[src/rtl/itp_pkg.sv]
// Shared package for the infix-to-postfix converter.
// Token kind codes, status codes, FSM state type, control/status structs
// and operator classification helpers. No dependencies.
package itp_pkg;

  typedef logic [4:0] kind_t;
  typedef logic [1:0] status_t;

  localparam kind_t KIND_NUM    = 5'd0;
  localparam kind_t KIND_VAR    = 5'd1;
  localparam kind_t KIND_ADD    = 5'd2;
  localparam kind_t KIND_SUB    = 5'd3;
  localparam kind_t KIND_MUL    = 5'd4;
  localparam kind_t KIND_DIV    = 5'd5;
  localparam kind_t KIND_POW    = 5'd6;
  localparam kind_t KIND_NEG    = 5'd7;
  localparam kind_t KIND_LPAREN = 5'd8;
  localparam kind_t KIND_RPAREN = 5'd9;
  localparam kind_t KIND_COMMA  = 5'd10;
  localparam kind_t KIND_FUNC   = 5'd11;

  localparam status_t STATUS_OK       = 2'd0;
  localparam status_t STATUS_PAREN    = 2'd1;
  localparam status_t STATUS_OVERFLOW = 2'd2;

  typedef enum logic [2:0] {
    S_IDLE,
    S_TOKEN,
    S_RFUNC,
    S_FLUSH,
    S_REPORT,
    S_FINISH
  } itp_state_t;

  typedef struct packed {
    logic accept;
    logic emit_tok;
    logic pop_emit;
    logic pop_drop;
    logic push;
    logic set_err_paren;
    logic set_err_ovf;
    logic note_prev;
    logic emit_report;
    logic finish;
    logic clear;
  } itp_cmd_t;

  typedef struct packed {
    kind_t tok_kind;
    logic  tok_last;
    logic  err_set;
    logic  empty;
    logic  full;
    kind_t top_kind;
    logic  emit_ok;
    logic  pend_valid;
    logic  out_free;
  } itp_stat_t;

  function automatic logic is_operand(input kind_t k);
    return (k == KIND_NUM) || (k == KIND_VAR);
  endfunction

  function automatic logic is_op(input kind_t k);
    return (k >= KIND_ADD) && (k <= KIND_NEG);
  endfunction

  function automatic logic is_func(input kind_t k);
    return k >= KIND_FUNC;
  endfunction

  function automatic logic right_assoc(input kind_t k);
    return (k == KIND_POW) || (k == KIND_NEG);
  endfunction

  function automatic logic [2:0] prec(input kind_t k);
    logic [2:0] p;
    p = 3'd0;
    if (k == KIND_ADD || k == KIND_SUB) p = 3'd1;
    else if (k == KIND_MUL || k == KIND_DIV) p = 3'd2;
    else if (k == KIND_POW) p = 3'd3;
    else if (k == KIND_NEG) p = 3'd4;
    return p;
  endfunction

endpackage

[src/rtl/itp_token_if.sv]
// Token input channel: valid/ready handshake with the classified token.
// Depends on nothing.
interface itp_token_if;
  logic        valid;
  logic        ready;
  logic [4:0]  token_kind;
  logic [63:0] token_payload;
  logic        expr_end;

  modport source (output valid, token_kind, token_payload, expr_end, input ready);
  modport sink   (input valid, token_kind, token_payload, expr_end, output ready);
endinterface

[src/rtl/itp_result_if.sv]
// Result output channel: valid/ready handshake with one postfix result.
// Depends on nothing.
interface itp_result_if;
  logic        valid;
  logic        ready;
  logic [4:0]  out_kind;
  logic [63:0] out_payload;
  logic        is_end_report;
  logic [1:0]  status;
  logic        last_of_run;

  modport source (output valid, out_kind, out_payload, is_end_report, status, last_of_run,
                  input ready);
  modport sink   (input valid, out_kind, out_payload, is_end_report, status, last_of_run,
                  output ready);
endinterface

[src/rtl/infix_to_postfix_converter.sv]
// Infix-to-postfix converter (shunting-yard) top level.
// Each token is accepted, then pops stack entries as needed before its push or emit; the RFUNC
// step pops a function under a closing paren. The final token flushes the stack (an open paren
// left sets the paren error) and emits the end report; output stalls hold each step.
// Synchronous active-high reset empties the stack and clears state; no clearing pass.
// Uses itp_pkg, itp_token_if, itp_result_if, itp_ctrl and itp_datapath.
module infix_to_postfix_converter
  import itp_pkg::*;
#(
  parameter int STACK_DEPTH = 32
) (
  input logic         clk,
  input logic         rst,
  itp_token_if.sink   tokens,
  itp_result_if.source results
);

  itp_cmd_t  cmd;
  itp_stat_t stat;
  logic      in_ready;

  assign tokens.ready = in_ready;

  itp_ctrl u_ctrl (
    .clk      (clk),
    .rst      (rst),
    .in_valid (tokens.valid),
    .in_ready (in_ready),
    .stat     (stat),
    .cmd      (cmd)
  );

  itp_datapath #(
    .STACK_DEPTH (STACK_DEPTH)
  ) u_datapath (
    .clk           (clk),
    .rst           (rst),
    .cmd           (cmd),
    .stat          (stat),
    .token_kind    (tokens.token_kind),
    .token_payload (tokens.token_payload),
    .expr_end      (tokens.expr_end),
    .out_valid     (results.valid),
    .out_ready     (results.ready),
    .out_kind      (results.out_kind),
    .out_payload   (results.out_payload),
    .out_end       (results.is_end_report),
    .out_status    (results.status),
    .out_last      (results.last_of_run)
  );

endmodule

[src/rtl/itp_ctrl.sv]
// Controller FSM of the infix-to-postfix converter.
// Sequences accept, pop, push, flush and report steps; uses itp_pkg.
module itp_ctrl
  import itp_pkg::*;
(
  input  logic      clk,
  input  logic      rst,
  input  logic      in_valid,
  output logic      in_ready,
  input  itp_stat_t stat,
  output itp_cmd_t  cmd
);

  itp_state_t state;
  itp_state_t state_next;
  itp_state_t done_state;
  logic       top_open;
  logic       op_pops;
  logic       func_pops;
  kind_t      kind;
  kind_t      top;

  assign kind       = stat.tok_kind;
  assign top        = stat.top_kind;
  assign top_open   = !stat.empty && (top != KIND_LPAREN);
  assign func_pops  = !stat.empty && is_func(top);
  assign op_pops    = !stat.empty && is_op(top) &&
                      (right_assoc(kind) ? (prec(kind) < prec(top)) : (prec(kind) <= prec(top)));
  assign done_state = stat.tok_last ? S_FLUSH : S_FINISH;
  assign in_ready   = (state == S_IDLE) && !rst;

  always_ff @(posedge clk) begin
    if (rst) begin
      state <= S_IDLE;
    end else begin
      state <= state_next;
    end
  end

  always_comb begin
    state_next = state;
    unique case (state)
      S_IDLE: begin
        if (in_valid) state_next = S_TOKEN;
      end
      S_TOKEN: begin
        priority if (stat.err_set) begin
          state_next = done_state;
        end else if (is_operand(kind)) begin
          if (stat.emit_ok) state_next = done_state;
        end else if (is_func(kind) || kind == KIND_LPAREN) begin
          state_next = done_state;
        end else if (kind == KIND_COMMA) begin
          if (!top_open) state_next = done_state;
        end else if (is_op(kind)) begin
          if (!op_pops) state_next = done_state;
        end else begin
          if (top_open) state_next = state;
          else if (stat.empty) state_next = done_state;
          else state_next = S_RFUNC;
        end
      end
      S_RFUNC: begin
        if (!func_pops || stat.emit_ok) state_next = done_state;
      end
      S_FLUSH: begin
        if (stat.err_set || stat.empty) state_next = S_REPORT;
      end
      S_REPORT: begin
        if (stat.emit_ok) state_next = S_FINISH;
      end
      S_FINISH: begin
        if (!stat.pend_valid || stat.out_free) state_next = S_IDLE;
      end
      default: state_next = S_IDLE;
    endcase
  end

  always_comb begin
    cmd = '0;
    unique case (state)
      S_IDLE: begin
        cmd.accept = in_valid;
      end
      S_TOKEN: begin
        priority if (stat.err_set) begin
          cmd = '0;
        end else if (is_operand(kind)) begin
          if (stat.emit_ok) begin
            cmd.emit_tok  = 1'b1;
            cmd.note_prev = 1'b1;
          end
        end else if (is_func(kind) || kind == KIND_LPAREN) begin
          cmd.set_err_ovf = stat.full;
          cmd.push        = !stat.full;
          cmd.note_prev   = 1'b1;
        end else if (kind == KIND_COMMA) begin
          if (top_open) cmd.pop_emit = stat.emit_ok;
          else cmd.note_prev = 1'b1;
        end else if (is_op(kind)) begin
          if (op_pops) begin
            cmd.pop_emit = stat.emit_ok;
          end else begin
            cmd.set_err_ovf = stat.full;
            cmd.push        = !stat.full;
            cmd.note_prev   = 1'b1;
          end
        end else begin
          if (top_open) begin
            cmd.pop_emit = stat.emit_ok;
          end else if (stat.empty) begin
            cmd.set_err_paren = 1'b1;
            cmd.note_prev     = 1'b1;
          end else begin
            cmd.pop_drop = 1'b1;
          end
        end
      end
      S_RFUNC: begin
        if (func_pops) begin
          cmd.pop_emit  = stat.emit_ok;
          cmd.note_prev = stat.emit_ok;
        end else begin
          cmd.note_prev = 1'b1;
        end
      end
      S_FLUSH: begin
        if (!stat.err_set && !stat.empty) begin
          if (top == KIND_LPAREN) cmd.set_err_paren = 1'b1;
          else cmd.pop_emit = stat.emit_ok;
        end
      end
      S_REPORT: begin
        cmd.emit_report = stat.emit_ok;
        cmd.clear       = stat.emit_ok;
      end
      S_FINISH: begin
        cmd.finish = stat.pend_valid && stat.out_free;
      end
      default: cmd = '0;
    endcase
  end

endmodule

[src/rtl/itp_datapath.sv]
// Datapath of the infix-to-postfix converter: token register, operator
// stack memory with registered top, expression state, result staging and
// output register. Uses itp_pkg.
module itp_datapath
  import itp_pkg::*;
#(
  parameter int STACK_DEPTH = 32
) (
  input  logic        clk,
  input  logic        rst,
  input  itp_cmd_t    cmd,
  output itp_stat_t   stat,
  input  logic [4:0]  token_kind,
  input  logic [63:0] token_payload,
  input  logic        expr_end,
  output logic        out_valid,
  input  logic        out_ready,
  output logic [4:0]  out_kind,
  output logic [63:0] out_payload,
  output logic        out_end,
  output logic [1:0]  out_status,
  output logic        out_last
);

  localparam int AW = $clog2(STACK_DEPTH);
  localparam int CW = $clog2(STACK_DEPTH + 1);

  kind_t       tok_kind;
  logic [63:0] tok_payload;
  logic        tok_last;
  kind_t       kind_conv;

  kind_t       stack_mem [STACK_DEPTH];
  kind_t       top_kind;
  logic [CW-1:0] count;
  logic [CW-1:0] count_next;
  logic [CW-1:0] count_dec;
  logic [AW-1:0] rd_addr;

  kind_t       prev_kind;
  logic        at_start;
  status_t     err_code;

  logic        pend_valid;
  kind_t       pend_kind;
  logic [63:0] pend_payload;
  logic        pend_end;
  status_t     pend_status;

  logic        emit;
  kind_t       emit_kind;
  logic [63:0] emit_payload;
  logic        out_free;
  logic        emit_ok;

  // sub becomes negation at start or after lparen, operator or comma
  always_comb begin
    kind_conv = token_kind;
    if (token_kind == KIND_SUB &&
        (at_start || prev_kind == KIND_LPAREN || is_op(prev_kind) || prev_kind == KIND_COMMA))
      kind_conv = KIND_NEG;
  end

  always_ff @(posedge clk) begin
    if (cmd.accept) begin
      tok_kind    <= kind_conv;
      tok_payload <= token_payload;
      tok_last    <= expr_end;
    end
  end

  always_comb begin
    priority if (cmd.clear) count_next = '0;
    else if (cmd.push) count_next = count + CW'(1);
    else if (cmd.pop_emit || cmd.pop_drop) count_next = count - CW'(1);
    else count_next = count;
  end

  assign count_dec = count_next - CW'(1);
  assign rd_addr   = count_dec[AW-1:0];

  // top register always mirrors the entry below count_next
  always_ff @(posedge clk) begin
    if (cmd.push) begin
      stack_mem[count[AW-1:0]] <= tok_kind;
    end
    if (cmd.push) begin
      top_kind <= tok_kind;
    end else begin
      top_kind <= stack_mem[rd_addr];
    end
  end

  always_ff @(posedge clk) begin
    if (rst) begin
      count     <= '0;
      prev_kind <= KIND_NUM;
      at_start  <= 1'b1;
      err_code  <= STATUS_OK;
    end else begin
      count <= count_next;
      if (cmd.clear) begin
        prev_kind <= KIND_NUM;
        at_start  <= 1'b1;
        err_code  <= STATUS_OK;
      end else begin
        if (cmd.note_prev) begin
          prev_kind <= tok_kind;
          at_start  <= 1'b0;
        end
        if (cmd.set_err_paren) err_code <= STATUS_PAREN;
        else if (cmd.set_err_ovf) err_code <= STATUS_OVERFLOW;
      end
    end
  end

  assign emit         = cmd.emit_tok || cmd.pop_emit || cmd.emit_report;
  assign emit_kind    = cmd.emit_tok ? tok_kind : (cmd.pop_emit ? top_kind : KIND_NUM);
  assign emit_payload = cmd.emit_tok ? tok_payload : 64'd0;
  assign out_free     = !out_valid || out_ready;
  assign emit_ok      = !pend_valid || out_free;

  // staged result: last_of_run is known only when the next one arrives
  always_ff @(posedge clk) begin
    if (rst) begin
      pend_valid <= 1'b0;
      out_valid  <= 1'b0;
    end else begin
      if (emit) pend_valid <= 1'b1;
      else if (cmd.finish) pend_valid <= 1'b0;
      if ((emit && pend_valid) || cmd.finish) out_valid <= 1'b1;
      else if (out_ready) out_valid <= 1'b0;
    end
  end

  always_ff @(posedge clk) begin
    if (emit) begin
      pend_kind    <= emit_kind;
      pend_payload <= emit_payload;
      pend_end     <= cmd.emit_report;
      pend_status  <= cmd.emit_report ? err_code : STATUS_OK;
    end
    if ((emit && pend_valid) || cmd.finish) begin
      out_kind    <= pend_kind;
      out_payload <= pend_payload;
      out_end     <= pend_end;
      out_status  <= pend_status;
      out_last    <= cmd.finish;
    end
  end

  assign stat.tok_kind   = tok_kind;
  assign stat.tok_last   = tok_last;
  assign stat.err_set    = (err_code != STATUS_OK);
  assign stat.empty      = (count == '0);
  assign stat.full       = (count == CW'(STACK_DEPTH));
  assign stat.top_kind   = top_kind;
  assign stat.emit_ok    = emit_ok;
  assign stat.pend_valid = pend_valid;
  assign stat.out_free   = out_free;

endmodule
[src/flat_wrapper.sv]
// flat-port wrapper written by rule: the top's interface ports become plain ports
module infix_to_postfix_converter_flat import itp_pkg::*;
#(
  parameter int STACK_DEPTH = 32
)
  (clk, rst, tokens_valid, tokens_token_kind, tokens_token_payload, tokens_expr_end, tokens_ready, results_valid, results_out_kind, results_out_payload, results_is_end_report, results_status, results_last_of_run, results_ready);
  itp_token_if tokens_i ();
  itp_result_if results_i ();
  input logic clk;
  input logic rst;
  input wire logic [$bits(tokens_i.valid)-1:0] tokens_valid;
  input wire logic [$bits(tokens_i.token_kind)-1:0] tokens_token_kind;
  input wire logic [$bits(tokens_i.token_payload)-1:0] tokens_token_payload;
  input wire logic [$bits(tokens_i.expr_end)-1:0] tokens_expr_end;
  output wire logic [$bits(tokens_i.ready)-1:0] tokens_ready;
  output wire logic [$bits(results_i.valid)-1:0] results_valid;
  output wire logic [$bits(results_i.out_kind)-1:0] results_out_kind;
  output wire logic [$bits(results_i.out_payload)-1:0] results_out_payload;
  output wire logic [$bits(results_i.is_end_report)-1:0] results_is_end_report;
  output wire logic [$bits(results_i.status)-1:0] results_status;
  output wire logic [$bits(results_i.last_of_run)-1:0] results_last_of_run;
  input wire logic [$bits(results_i.ready)-1:0] results_ready;
  assign tokens_i.valid = tokens_valid;
  assign tokens_i.token_kind = tokens_token_kind;
  assign tokens_i.token_payload = tokens_token_payload;
  assign tokens_i.expr_end = tokens_expr_end;
  assign tokens_ready = tokens_i.ready;
  assign results_valid = results_i.valid;
  assign results_out_kind = results_i.out_kind;
  assign results_out_payload = results_i.out_payload;
  assign results_is_end_report = results_i.is_end_report;
  assign results_status = results_i.status;
  assign results_last_of_run = results_i.last_of_run;
  assign results_i.ready = results_ready;
  infix_to_postfix_converter #(.STACK_DEPTH(STACK_DEPTH)) u_core (.clk(clk), .rst(rst), .tokens(tokens_i), .results(results_i));
endmodule
[config.mk]
export PLATFORM = sky130hd
export DESIGN_NAME = infix_to_postfix_converter_flat
export DESIGN_NICKNAME = d
export VERILOG_FILES = /design/src/rtl/itp_pkg.sv /design/src/rtl/itp_token_if.sv /design/src/rtl/itp_result_if.sv /design/src/rtl/infix_to_postfix_converter.sv /design/src/rtl/itp_ctrl.sv /design/src/rtl/itp_datapath.sv /design/src/flat_wrapper.sv
export SDC_FILE = /design/constraint.sdc
export NUM_CORES = 1
export LEC_CHECK = 0
export BUFFER_PORTS_ARGS = -buffer_cell sky130_fd_sc_hd__buf_2
export CORE_MARGIN = 1
export CORE_UTILIZATION = 58
export CTS_CLUSTER_SIZE = 40
export DETAILED_ROUTE_END_ITERATION = 8
export PLACE_DENSITY = 0.78
export RECOVER_POWER = 25
export SETUP_SLACK_MARGIN = 0.05
export SLEW_MARGIN = 5
export SYNTH_ARGS = -nofsm -noshare
export SYNTH_HDL_FRONTEND = slang
export SYNTH_SLANG_ARGS = --single-unit
[constraint.sdc]
create_clock -name clk -period 8.8 [get_ports clk]
set_input_delay 1.76 -clock clk [delete_from_list [all_inputs] [get_ports clk]]
set_output_delay 1.76 -clock clk [all_outputs]
set_load 0.01 [all_outputs]
==> flow_summary_export.csv, run 1 <==
group,metric,value,unit
grt,antenna_found_initial,1,
power,cellPowerDensity,329,nW/um2
die,initial_core_util,59.3,%
detailed_routing,viasPerCell,5.85,
detailed_routing,ant_nets,0,
min_path,hold_path_class,"flop to flop",
grt,use_met1,29.6,%
logic_synthesis,synth-seq-cells,399,
timing,tightest_slew,1790,ps
power,pwr-share-clk,26.9,%
grt,met3_usage,4.00,%
clock_network,clock-sinks,399,
job,max-cap-violations,3,
detailed_routing,wl_per_cell,21.5,um
timing,period_needed,6790,ps
clock_network,cts_hold_buf,0,
logic_synthesis,yosys_warnings,0,
logic_synthesis,synth_nets,894,
die,io_pins,149,
die,core,25300,um2
setup_path,cp.arrival,6910,ps
timing,rsz0062_at_grt,"no",
setup_path,startpoint_type,"flop",
power,p_seq_share,48.9,%
detailed_routing,drtIter0Drc,711,
power,p_comb_share,24.3,%
power,swShare,29.8,%
logic_synthesis,synth_ff_type,"edfxtp_1",
detailed_routing,vias,7817,
power,leakagePower,5.98,nW
logic_synthesis,ys_seq_area_share,78.2,%
setup_path,cp_slowest_cell,"dfxtp_2",
power,power,0.00567,W
outcome,status,"finished with violations",
clock_network,clk_pin_slew_worst_paths,60,ps
finish,fin_nets,1058,
logic_synthesis,async_reset_ff_share,0,%
timing,hold_violations,0,
setup_path,max_stage_delay,870,ps
timing,slew_headroom,-19.4,%
power,vdd_drop_max,265,uV
clock_network,cts_buffer_depth,3,
setup_path,critPathCaptureType,"flop",
power,switching_power,0.00169,W
timing,skew,33.8,ps
setup_path,reg2reg_to,"u_core.u_datapath.out_payload[55]",
detailed_routing,first_pass_iters,5,
grt,grt_max_degree,75,
finish,syn_to_final_growth,14.9,%
detailed_routing,drcViolationCount,0,
clock_network,post_cts_buffers,0,
finish,drive_above_1_share,27.3,%
logic_synthesis,syn-cell-area,15000,um2
die,dieHeight,163,um
setup_path,rrSetupSlack,2010,ps
outcome,violations,"max-capacitance violations, max-slew violations",
setup_path,crit_required,8920,ps
placement,numPortBuffers,148,
power,p_int,0.00399,W
logic_synthesis,postSynthCellCount,812,
die,die-area,26500,um2
grt,grt_util_all_layers,22.0,%
grt,met2_usage,36.9,%
grt,globalRoute.busiestLayer,"met2",
setup_path,crit_fanout,74,
die,num_rows,58,
timing,setup_tns,0,ps
timing,fmaxAchievable,147,MHz
clock_network,cts_made_buffers,39,
logic_synthesis,synth_edf_count,375,
setup_path,path_cells,"buf_4 > mux4_2 > mux4_2 > mux2i_2 > nand2_1 > nor2_1 > o21ai_0 > ha_1 > nor2b_1 > o21ai_0 > a21oi_1 > a211oi_1 > and4_1 > o31a_1 > or3_4 > nand2_1 > nand2_4",
logic_synthesis,postSynthAreaPerCell,18.5,um2
clock_network,clk_latency,530,ps
grt,grt_pass1_vias,7522,
setup_path,r2r_cells,17,
die,die_x,163,um
setup_path,path_class,"flop to flop",
logic_synthesis,synth.distinct_cells,63,
clock_network,tritoncts,"built",
timing,setup_viol,0,
detailed_routing,routed_wl,28800,um
grt,grt_pass1_wl,43400,um
timing,fin_crit_sh,77.2,%
clock_network,cts_max_level,2,
clock_network,cts-resized-gates,0,
placement,dpl.hpwl,18300,um
clock_network,clock-root-buffer,"clkbuf_16",
timing,maxSlewViolCount,118,
grt,grt_overflow,0,
placement,place_congestion,0.908,
setup_path,crit_path_end,"u_core.u_datapath.out_payload[55]",
-- critical path, delay by kind of cell, from the launching register on --
kind                     cells  cell delay [ps]
AO/OA/AOI/OAI                5              730
adder cells (fa/ha/maj)      1              310
buffers and inverters        1              460
flip-flops                   1              870
multiplexers                 3             1350
AND/OR/NAND/NOR              7             2490
-- how the worst min path moves through the flow --
stage,start,end,slack (ps),depth (start not counted)
floorplan,u_core.u_datapath.pend_end,u_core.u_datapath.out_end,400,0
global placement,u_core.u_datapath.pend_payload[62],u_core.u_datapath.out_payload[62],400,0
detailed placement,u_core.u_datapath.pend_payload[39],u_core.u_datapath.out_payload[39],400,0
CTS,u_core.u_datapath.pend_payload[4],u_core.u_datapath.out_payload[4],420,0
global route,u_core.u_datapath.pend_payload[4],u_core.u_datapath.out_payload[4],420,0
finish,u_core.u_datapath.pend_payload[38],u_core.u_datapath.out_payload[38],410,0
-- stage by stage --
stage / hold WS (ps) / worst slack, ps / instances / instance area (um2) / utilization (%)
6_report: 414 / 2010 / 1336 / 17300 / 68.2
4_1_cts: 417 / 1940 / 1335 / 17300 / 68.2
5_1_grt: 422 / 1410 / 1336 / 17300 / 68.2
2_1_floorplan: 400 / 1600 / 812 / 15000 / -
3_3_place_gp: 400 / 2180 / 1265 / 16100 / 63.6
3_5_place_dp: 405 / 2040 / 1265 / 16100 / 63.6
-- final cells by class --
| type | count | area [um2] |
|---|---|---|
| sequential | 399 | 11700 |
| fill | 1534 | 8060 |
| multi-input combinational | 363 | 3080 |
| clock buffer | 48 | 1050 |
| timing repair buffer | 158 | 801 |
| tap | 330 | 413 |
| clock inverter | 22 | 120 |
| inverter | 15 | 56.3 |
| antenna | 1 | 2.50 |
-- power by group through the flow --
stage | registers, W | clock network (W) | logic (W)
2_1_floorplan | 0.00273 | 0 | 0.00107
3_3_place_gp | 0.00278 | 0 | 0.00133
4_1_cts | 0.00277 | 0.00155 | 0.00138
3_5_place_dp | 0.00280 | 0 | 0.00136
5_1_grt | 0.00281 | 0.00162 | 0.00149
6_report | 0.00277 | 0.00153 | 0.00138
-- cell families after synthesis --
group	after synthesis	synth area share (%)
multiplexers	61	8.51
adder cells (fa/ha/maj)	8	0.666
AND/OR/NAND/NOR	233	8.10
XOR/XNOR	3	0.175
flip-flops	399	78.2
AO/OA/AOI/OAI	58	2.90
buffers and inverters	50	1.48
-- flip-flops by register name, summed over array words and instances (netlist names), 2 cells and up, named ones only --
signal                          count
u_core.u_datapath.pend_kind         5
u_core.u_datapath.count             6
u_core.u_datapath.err_code          2
u_core.u_datapath.out_status        2
u_core.u_datapath.out_payload      64
u_core.u_datapath.pend_status       2
u_core.u_datapath.stack_mem       160
u_core.u_datapath.pend_payload     64
u_core.u_ctrl.state                 3
u_core.u_datapath.prev_kind         5
u_core.u_datapath.out_kind          5
u_core.u_datapath.tok_kind          5
u_core.u_datapath.tok_payload      64
-- cells in the final DEF, fill, tap and decap left out, types with 3 or more instances in the layout --
master     count
edfxtp_1     375
buf_2        148
nor2_1        68
and2_1        68
mux4_2        50
clkbuf_16     41
dfxtp_1       23
nand2_1       22
nor3_1        15
inv_1         15
nand3_1       14
o21ai_0       11
a21oi_1       11
clkbuf_1      11
clkinv_1      10
clkinv_2       9
nor4_1         8
ha_1           8
mux2i_1        6
nand2b_1       6
buf_4          6
o211ai_1       4
nor2b_1        4
nand4_1        4
or3_1          4
a31oi_1        4
mux2i_4        3
nor3b_1        3
or4_1          3
and3_1         3
o21a_1         3
-- metal layers --
metal  routed length [um]  vias up
met5                    0        -
li1                     -     3505
met3                 2100       59
met1                11300     3893
met4                  652        0
met2                14700      360
-- synth_stat cells (2+ instances only) --
master    number  area share, %
a211o_1        2           0.12
a21boi_0       2           0.10
a21oi_1       11           0.37
a31oi_1        4           0.17
and2_1        68            2.8
and3_1         4           0.17
buf_1          5           0.12
buf_2          4           0.13
buf_6          4           0.30
clkbuf_1      22           0.55
dfxtp_1       24            3.2
edfxtp_1     375             75
ha_1           8           0.67
inv_1         15           0.37
mux2i_1        6           0.40
mux2i_4        3           0.45
mux4_2        50            7.5
nand2_1       23           0.57
nand2b_1       6           0.25
nand3_1       14           0.47
nand4_1        4           0.17
nor2_1        69            1.7
nor2b_1        4           0.17
nor3_1        15           0.50
nor3b_1        3           0.15
nor4_1         8           0.33
o211ai_1       4           0.20
o21a_1         3           0.15
o21ai_0       11           0.37
or3_1          5           0.21
or4_1          3           0.15
xnor2_1        2           0.12
Power figures use the tool's default switching activity.
==> inputs of run 2 (changes only) <==
Settings changed: ABC_AREA from default to 1, CORE_UTILIZATION 58 to 53, PLACE_DENSITY 0.78 to 0.75.
Clock period 8.8 ns to 5.5 ns, I/O delays scaled along.
==> run 2 against run 1 <==
Effect of this change:
- worst hold slack lost 1.0 ps
- highest routed layer unchanged
- area after synthesis grew 2.9%
- die area grew 12%
- the flow still finishes with violations (max-capacitance violations, max-slew violations)
- first-iteration DRC count grew 37%
- critical endpoint is now u_core.u_datapath.stack_mem[6][3]
- cell area grew 3.1%
==> flow_summary_export.csv, run 2 <==
group,metric,value,unit
detailed_routing,wl_met3,2320,um
grt,grt_util_all_layers,21.0,%
outcome,violations,"max-capacitance violations, max-slew violations",
power,vdd_drop_max,409,uV
setup_path,path_cells,"clkbuf_1 > inv_1 > nor2_1 > o211ai_1 > ha_1 > nor2_1 > a211oi_1 > a41oi_1 > nor2_1 > nand3_2 > nand2_2 > nand2_2 > nand3_2 > inv_1 > nand2_1 > nor2_1",
min_path,min_from,"u_core.u_datapath.pend_payload[45]",
setup_path,max_stage_delay,1280,ps
detailed_routing,wl_met2,15100,um
clock_network,tritoncts,"built",
clock_network,clock-sinks,399,
logic_synthesis,ys_seq_area_share,76.0,%
logic_synthesis,synth_top_cell_area_share,72.9,%
timing,skew,15.6,ps
setup_path,r2r_cells,16,
logic_synthesis,ys_top_cells_by_count,"edfxtp_1 (375), nand2_1 (265), nand3_1 (147)",
outcome,status,"finished with violations",
grt,grt_max_degree,81,
setup_path,cp_slowest_cell,"clkbuf_1",
job,max-cap-violations,3,
logic_synthesis,yosys_warnings,0,
finish,drive_above_1_share,17.2,%
timing,fin_hold_ws,413,ps
logic_synthesis,postSynthCellCount,1222,
placement,numPortBuffers,148,
logic_synthesis,synth.area.top_cells,"edfxtp_1 (73%), nand2_1 (6.4%), nand3_1 (4.8%), nor2_1 (3.3%), dfxtp_1 (3.1%)",
placement,placed_area,16600,um2
logic_synthesis,synth_most_common_cell,"edfxtp_1",
detailed_routing,wl_per_cell,17.4,um
detailed_routing,vias,9515,
finish,fin_nets,1463,
finish,largest_register_ffs,160,
detailed_routing,wl_met1,12800,um
die,initial_core_util,53.8,%
timing,slew_headroom,-19.8,%
setup_path,reg2reg_to,"u_core.u_datapath.stack_mem[6][3]",
setup_path,path_class,"flop to flop",
die,core,28700,um2
logic_synthesis,synth-seq-cells,399,
clock_network,post_cts_buffers,0,
setup_path,rrSetupSlack,720,ps
logic_synthesis,synth.distinct_cells,39,
setup_path,crit_buf_inv,3,
timing,setup_viol,0,
setup_path,startpoint_type,"flop",
setup_path,crit_required,5660,ps
clock_network,cts_max_level,2,
die,dieHeight,173,um
finish,final_cells,1795,
detailed_routing,top_layer,"met4",
setup_path,r2r_start,"u_core.u_datapath.tok_kind[1]",
logic_synthesis,post-synth-top-area-cell,"edfxtp_1",
die,num_rows,62,
setup_path,crit_fanout,35,
detailed_routing,drcViolationCount,0,
timing,maxSlewViolCount,108,
timing,period_needed,4780,ps
detailed_routing,ant_nets,0,
clock_network,clock-root-buffer,"clkbuf_16",
setup_path,path_delay_family,"buffers and inverters",
min_path,min_path_cells,0,
clock_network,cts_buffer_depth,3,
detailed_routing,viasPerCell,5.30,
placement,dpl.hpwl,19800,um
clock_network,clk_pin_slew_worst_paths,60,ps
logic_synthesis,syn-cell-area,15500,um2
timing,tightest_slew,1800,ps
placement,place_congestion,0.922,
timing,setup_tns,0,ps
setup_path,cp.arrival,4940,ps
grt,antenna_found_initial,2,
logic_synthesis,async_reset_ff_share,0,%
placement,place_inst,1723,
die,die_x,173,um
setup_path,crit_top_cell,"nor2_1",
die,die-area,29800,um2
finish,final_cell_area,17800,um2
clock_network,clk_latency,520,ps
clock_network,cts_made_buffers,40,
timing,fin_crit_sh,86.9,%
power,leakagePower,6.98,nW
logic_synthesis,postSynthAreaPerCell,12.6,um2
min_path,hold_end,"u_core.u_datapath.out_payload[45]",
timing,rsz0062_at_grt,"no",
detailed_routing,drtIter0Drc,977,
power,cellPowerDensity,535,nW/um2
logic_synthesis,synth_ff_type,"edfxtp_1",
logic_synthesis,synth_edf_count,375,
detailed_routing,routed_wl,31200,um
timing,fmaxAchievable,209,MHz
finish,syn_to_final_growth,15.2,%
logic_synthesis,synth_nets,1304,
finish,layout_commonest_cell,"edfxtp_1",
grt,grt_pass1_wl,48600,um
detailed_routing,first_pass_iters,5,
timing,hold_violations,0,
die,io_pins,149,
clock_network,cts_hold_buf,0,
setup_path,critPathCaptureType,"flop",
grt,grt_pass1_vias,9166,
min_path,hold_path_class,"flop to flop",
finish,layout_common_cells,"edfxtp_1 (375), nand2_1 (264), nand3_1 (147)",
clock_network,cts-resized-gates,0,
grt,grt_overflow,0,
==> run 2: worst register-to-register path, cell delays in order, from the launching register on <==
cell and delay [ps]:
edfxtp_1 320, clkbuf_1 1280, inv_1 270, nor2_1 220
o211ai_1 150, ha_1 220, nor2_1 100, a211oi_1 50
a41oi_1 160, nor2_1 70, nand3_2 90, nand2_2 70
nand2_2 80, nand3_2 220, inv_1 210, nand2_1 350
nor2_1 550
==> run 2: layout make-up <==
type	instances	area, um2
fill	2134	10900
tap	384	480
timing repair buffer	164	871
multi-input combinational	648	2960
sequential	399	11700
inverter	128	485
clock buffer	50	1080
clock inverter	20	173
antenna	2	5.00
==> run 2: how the worst max path moves through the flow <==
stage                                         to                     startpoint  cells after the start  slack [ps]
6_report       u_core.u_datapath.stack_mem[6][3]  u_core.u_datapath.tok_kind[1]                     16         720
5_1_grt                                     flop  u_core.u_datapath.tok_kind[1]                     21         300
4_1_cts        u_core.u_datapath.out_payload[11]                           flop                     23         890
3_5_place_dp   u_core.u_datapath.stack_mem[6][1]                           flop                     19         900
3_3_place_gp   u_core.u_datapath.out_payload[36]                           flop                     23        1070
2_1_floorplan          u_core.u_datapath.out_end                           flop                     26         320
==> run 2: cells by family (layout without fill, tap and decap cells) <==
group                      after synthesis  count (layout)  share of synthesized area [%]
AOI/OAI and AO/OA                       52              52                           1.94
and+or+nand+nor                        586             586                           16.3
other                                    0               2                              0
adders and majority gates                8               8                          0.648
buffers and inverters                  175             362                           4.98
xor gates and xnor gates                 2               2                          0.113
DFF                                    399             399                           76.0
==> run 2: layer usage <==
metal	vias up	global-route usage, %
met5	-	0
met4	0	8.67
met3	82	3.98
met2	435	34.3
met1	4484	27.8
li1	4514	-
==> run 2: report_power, final <==
part	switching [W]	internal (W)
logic	0.00189	0.000714
registers	0.000213	0.00414
clock network	0.00108	0.00149
==> run 2: through the flow <==
step                      util [%]  setup WS [ps]  total power (W)
after floorplan                  -            323          0.00626
after global placement        57.7           1070          0.00689
after detailed placement      57.7            905          0.00698
after CTS                     62.1            885          0.00955
after global routing          62.0            298           0.0100
final                         62.0            723          0.00953
